==> src/hw/rtl/ppc_ram.sv <==
// polygon point containment: generic ram, one write and one read port
// registered read data, no dependencies
`default_nettype none

module ppc_ram #(
  parameter int WIDTH = 32,
  parameter int DEPTH = 64
) (
  input  wire logic                     clk_i,
  input  wire logic                     we_i,
  input  wire logic [$clog2(DEPTH)-1:0] waddr_i,
  input  wire logic [WIDTH-1:0]         wdata_i,
  input  wire logic [$clog2(DEPTH)-1:0] raddr_i,
  output logic      [WIDTH-1:0]         rdata_o
);

  logic [WIDTH-1:0] mem_q [DEPTH];

  always_ff @(posedge clk_i) begin
    if (we_i) begin
      mem_q[waddr_i] <= wdata_i;
    end
    rdata_o <= mem_q[raddr_i];
  end

endmodule

`default_nettype wire

==> config.mk <==
export PLATFORM = sky130hd
export DESIGN_NAME = ppc_ram
export DESIGN_NICKNAME = d
export VERILOG_FILES = /design/src/hw/rtl/ppc_ram.sv
export SDC_FILE = /design/constraint.sdc
export NUM_CORES = 2
export LEC_CHECK = 0
export BUFFER_PORTS_ARGS = -buffer_cell sky130_fd_sc_hd__buf_2
export CELL_PAD_IN_SITES_DETAIL_PLACEMENT = 1
export CELL_PAD_IN_SITES_GLOBAL_PLACEMENT = 1
export CORE_ASPECT_RATIO = 0.6
export CORE_MARGIN = 5
export CORE_UTILIZATION = 35
export CTS_BUF_LIST = sky130_fd_sc_hd__clkbuf_16
export DETAILED_ROUTE_END_ITERATION = 8
export GPL_TIMING_DRIVEN = 1
export MAX_ROUTING_LAYER = met4
export PLACE_DENSITY_LB_ADDON = 0.15
export SLEW_MARGIN = 20
export SYNTH_ARGS = -nofsm -noshare
export SYNTH_HDL_FRONTEND = slang
export SYNTH_SLANG_ARGS = --single-unit
==> constraint.sdc <==
create_clock -name clk_i -period 11.86 [get_ports clk_i]
set_clock_uncertainty 0.2 [all_clocks]
set_input_delay 2.372 -clock clk_i [delete_from_list [all_inputs] [get_ports clk_i]]
set_output_delay 2.372 -clock clk_i [all_outputs]
set_load 0.1 [all_outputs]
# After elaboration in Yosys (flattened, before gate mapping)
# Memory sizes are Yosys's and may differ from the RTL's. A register that Yosys moved wholly into a read port is not among the register bits.
# Cells that the tools add are included.
[op_classes] muxes=2
[op_table] cell="1-bit 2-to-1 mux" n=2
[word_totals] regBits=0 ram_bits=2048 wordCells=3 n_memories=1
[memory_table] memory="mem_q" depth=64 word_bits=32 read_ports=1 rd_ports_with_merged_regs=1 wr=1 line_no="17" text="logic [WIDTH-1:0] mem_q [DEPTH];"

# Longest topological paths before layout
[logic_depth] depth_word=2 ltp_mapped=10

# Worst setup path before layout
# OpenSTA, ideal clock, no wires.
[synth_path] path_kind="in2reg" from="input port waddr_i[3]" to="memory mem_q[48][0] (enable)" setup_time_ns=0.461 t_arrival_ns=5.071 path_slack_ns=6.128 cell_stages=4 path_buffers=1 cell_sequence="clkbuf_1 > nor2b_1 > nand4b_1 > nor3_1"
[synth_rtl] element="start, declared" line_no="11" text="input wire logic [$clog2(DEPTH)-1:0] waddr_i,"
[synth_rtl] element="end, declared" line_no="17"
# Straight into the memory's write port.

==> implementation parameters <==
Parameter                              Value

Clocking
  CTS tree ... done
  Number of buffers on the longest clock path ... 4
  TritonCTS buffer count ... 198
  Postcts setup bufs ... 0
  CTS Root Cell ... sky130_fd_sc_hd__clkbuf_16
  Clk_lat worst skew ... around 840 ps
  Number of gates given a new drive strength after cts ... 0
  Clock-pin slew reported for the worst setup and hold paths after clock tree synthesis ... 70 ps
  Number of sinks on the clock net ... 2080
  Count of H-tree levels built during CTS ... 4
  CTS hold repair buffers ... 0

Floorplanning
  Width of the chip ... 621 um
  Die height ... between 300 and 400 um
  Top-Level Pins ... 78
  Die area ... between 200000 and 250000 um^2
  Placeable core region ... approximately 220000 um^2
  Initial standard-cell utilization of the core ... 35.2%
  Number of core rows ... 134

Route
  Number of DRC markers in iteration 0 ... 4262
  Total wire length after detailed routing ... 237000 um
  Pre-Repair DR Iteration Count ... 5
  Post-route DRC violation count ... 0
  Number of antenna-violating nets in the routed design ... 0
  Total via count after detailed routing ... 37300
  Ratio of routed vias to standard cells ... around 5.6
  Average routed wire per standard cell ... 35.4 um

Synth
  Sequential cell area fraction in the yosys report ... 79.1%
  Number of warnings printed during yosys synthesis ... 0
  Number of synthesized register bits ... 2080
  Synth async-reset ratio ... 0%
  Synthesized instance count ... 3324
  Primary flip-flop cell chosen by synthesis mapping ... sky130_fd_sc_hd__edfxtp_1
  Syn avg cell area ... 23.6 um^2
  Synth Net Count ... 3370
  EDFF count, synth ... 2048
  Post-synth design cell area ... 78500 um^2
  Distinct cells, synth ... 34

Critical path
  Max FO, Critical Path ... 63
  Sort of element at the start of the critical path ... input pin
  Arr. time, crit path ... about 6000 ps
  WP data required ... 12340 ps
  Reg2reg start ... mem_q[20][27]$_DFFE_PP_
  Critical path origin ... raddr_i[0]
  CP endpoint kind ... flip-flop
  Crit path kind ... in2reg

STA
  Fmax ... 180 MHz
  Share of the clock period used by the worst path ... between 40% and 50%
  Minimum period implied by the final worst setup slack ... 5550 ps
  Remaining max-slew budget at the tightest pin ... 25.0%
  Post-Route Setup TNS ... 0 ps
  Max-slew violations ... 0
  RSZ-0062 raised after global routing ... no
  Number of failing hold endpoints at the final stage ... 0
  Setup-failing EPs final ... 0
  Actual transition at the worst max-transition pin ... 1120 ps

Final layout
  Footprint of the multi-input gates ... 16000 um^2
  Sequential cell area ... 62100 um^2
  Share of cells above drive strength 1 ... 29.2%
  Layout fillers ... ~21000
  Post-layout net count ... between 3000 and 4000
  P&R area growth vs syn ... 14.0%
  Filler-free cell count of the finished design ... 6704

Pwr
  Leakage power total ... 27.6 nW
  Power density normalized to cell area ... 170 nW/um^2
  Total Power ... 15.2 mW
  Max rail drop VDD ... about 0.13 mV

Global routing
  Total routing resource utilization after global routing ... a little over 20%
  Remaining global-route overflow ... 0
  Initial antenna violation count ... 25
  Pin count of the biggest net entering global routing ... 95
  Wire length of the first global-routing pass ... 327000 um
  Via count of the first global-routing pass ... roughly 38000

Status
  Outcome ... complete, no violations

Run
  Count of maximum capacitance violations ... 0

Min path
  Hold Startpoint ... mem_q[28][20]$_DFFE_PP_
  Min-delay worst type ... reg2reg

Placed design
  Number of cells after detailed placement ... 6344
  RD Place Congestion ... 0.756
  Buffers added on ports ... just under 80
  DP HPWL ... 127000 um
critical path, cell delays in order:
cell,delay [ps]
sky130_fd_sc_hd__buf_8,570
sky130_fd_sc_hd__buf_4,540
sky130_fd_sc_hd__buf_4,790
sky130_fd_sc_hd__mux4_2,620
sky130_fd_sc_hd__o22ai_1,270
sky130_fd_sc_hd__nor2_1,140
sky130_fd_sc_hd__a21oi_1,460
sky130_fd_sc_hd__nor2_1,80
cells by family (layout without fill, tap and decap cells):
logic type	Yosys count	after routing	share of synthesized area, %
other cells	0	9	0
flops	2080	2080	79.1
buf+inv	182	561	1.13
compound gates	202	202	1.67
mux	637	637	16.8
simple gates	223	223	1.27
through the flow:
stage	utilization (%)	area (um^2)	setup slack [ps]	hold slack, ps
CTS	40.1	89500	6190	605
finish	40.2	89500	6310	594
global route	40.2	89500	5990	659
detailed placement	37.4	83400	5320	583
global placement	37.4	83300	5290	529
floorplan	-	78500	6130	463
cells in the mapped netlist (12+ instances only):
library cell / instances / area share [%]
sky130_fd_sc_hd__nor2_1: 137 / 0.65
sky130_fd_sc_hd__o221ai_1: 27 / 0.30
sky130_fd_sc_hd__dfxtp_1: 32 / 0.82
sky130_fd_sc_hd__nor2b_1: 15 / 0.12
sky130_fd_sc_hd__buf_1: 21 / 0.10
sky130_fd_sc_hd__buf_4: 25 / 0.24
sky130_fd_sc_hd__nand2_1: 26 / 0.12
sky130_fd_sc_hd__clkbuf_1: 74 / 0.35
sky130_fd_sc_hd__mux4_2: 544 / 16
sky130_fd_sc_hd__buf_2: 57 / 0.36
sky130_fd_sc_hd__a22oi_1: 12 / 0.11
sky130_fd_sc_hd__mux2i_1: 93 / 1.2
sky130_fd_sc_hd__edfxtp_1: 2048 / 78
sky130_fd_sc_hd__o22ai_1: 84 / 0.67
sky130_fd_sc_hd__a21oi_1: 62 / 0.40
cell usage in the layout, fill, tap and decap left out, types with 5 or more instances in the layout:
cell and n:
sky130_fd_sc_hd__a21oi_1 62, sky130_fd_sc_hd__edfxtp_1 2048, sky130_fd_sc_hd__a311oi_1 8, sky130_fd_sc_hd__nand3b_1 5, sky130_fd_sc_hd__bufinv_16 17, sky130_fd_sc_hd__nor3_1 5
sky130_fd_sc_hd__clkinv_1 44, sky130_fd_sc_hd__nand2_1 25, sky130_fd_sc_hd__dfxtp_1 32, sky130_fd_sc_hd__inv_1 53, sky130_fd_sc_hd__mux2i_1 93, sky130_fd_sc_hd__diode_2 9
sky130_fd_sc_hd__buf_4 129, sky130_fd_sc_hd__o22ai_1 84, sky130_fd_sc_hd__buf_12 7, sky130_fd_sc_hd__o221ai_1 27, sky130_fd_sc_hd__nand2b_1 7, sky130_fd_sc_hd__a22oi_1 12
sky130_fd_sc_hd__nor2_4 62, sky130_fd_sc_hd__nand3_1 5, sky130_fd_sc_hd__clkinv_2 28, sky130_fd_sc_hd__buf_2 70, sky130_fd_sc_hd__mux4_2 544, sky130_fd_sc_hd__clkbuf_16 200
sky130_fd_sc_hd__nor2_1 74, sky130_fd_sc_hd__nor2b_1 15
area by class of cell:
cell class,instances,share of cell area [%]
multi-input cells,1062,17.8
well taps,2992,4.18
diodes,9,0.0252
clock buffers,200,5.59
flip-flops and latches,2080,69.4
repair buffers,211,1.71
clock inverters,150,1.21
registers in the layout, indices dropped and copies added, names as in the netlist:
name     flops
rdata_o     32
mem_q     2048
worst paths after layout:
| path | endpoint | slack, ps | cells past startpoint |
|---|---|---|---|
| setup / recovery | rdata_o[5]$_DFF_P_ | 6310 | 8 |
| hold / removal | rdata_o[20]$_DFF_P_ | 590 | 4 |
| setup reg to reg | rdata_o[27]$_DFF_P_ | 9450 | 4 |
| hold reg to reg | rdata_o[20]$_DFF_P_ | 590 | 4 |
power by group:
part           internal, mW  switching [mW]
registers              8.14          0.0405
logic                 0.269           0.607
clock network          3.41            2.74
total                  11.8            3.39
routing by layer:
layer | wire length [um] | part of all wire (%) | track usage (%)
met4 | 4080 | 1.7 | 3.82
met5 | 0 | 0 | -
met2 | 102000 | 43 | 28.6
met1 | 114000 | 48 | 31.9
met3 | 17500 | 7.4 | 3.89
(Power assumes the default switching activity.)
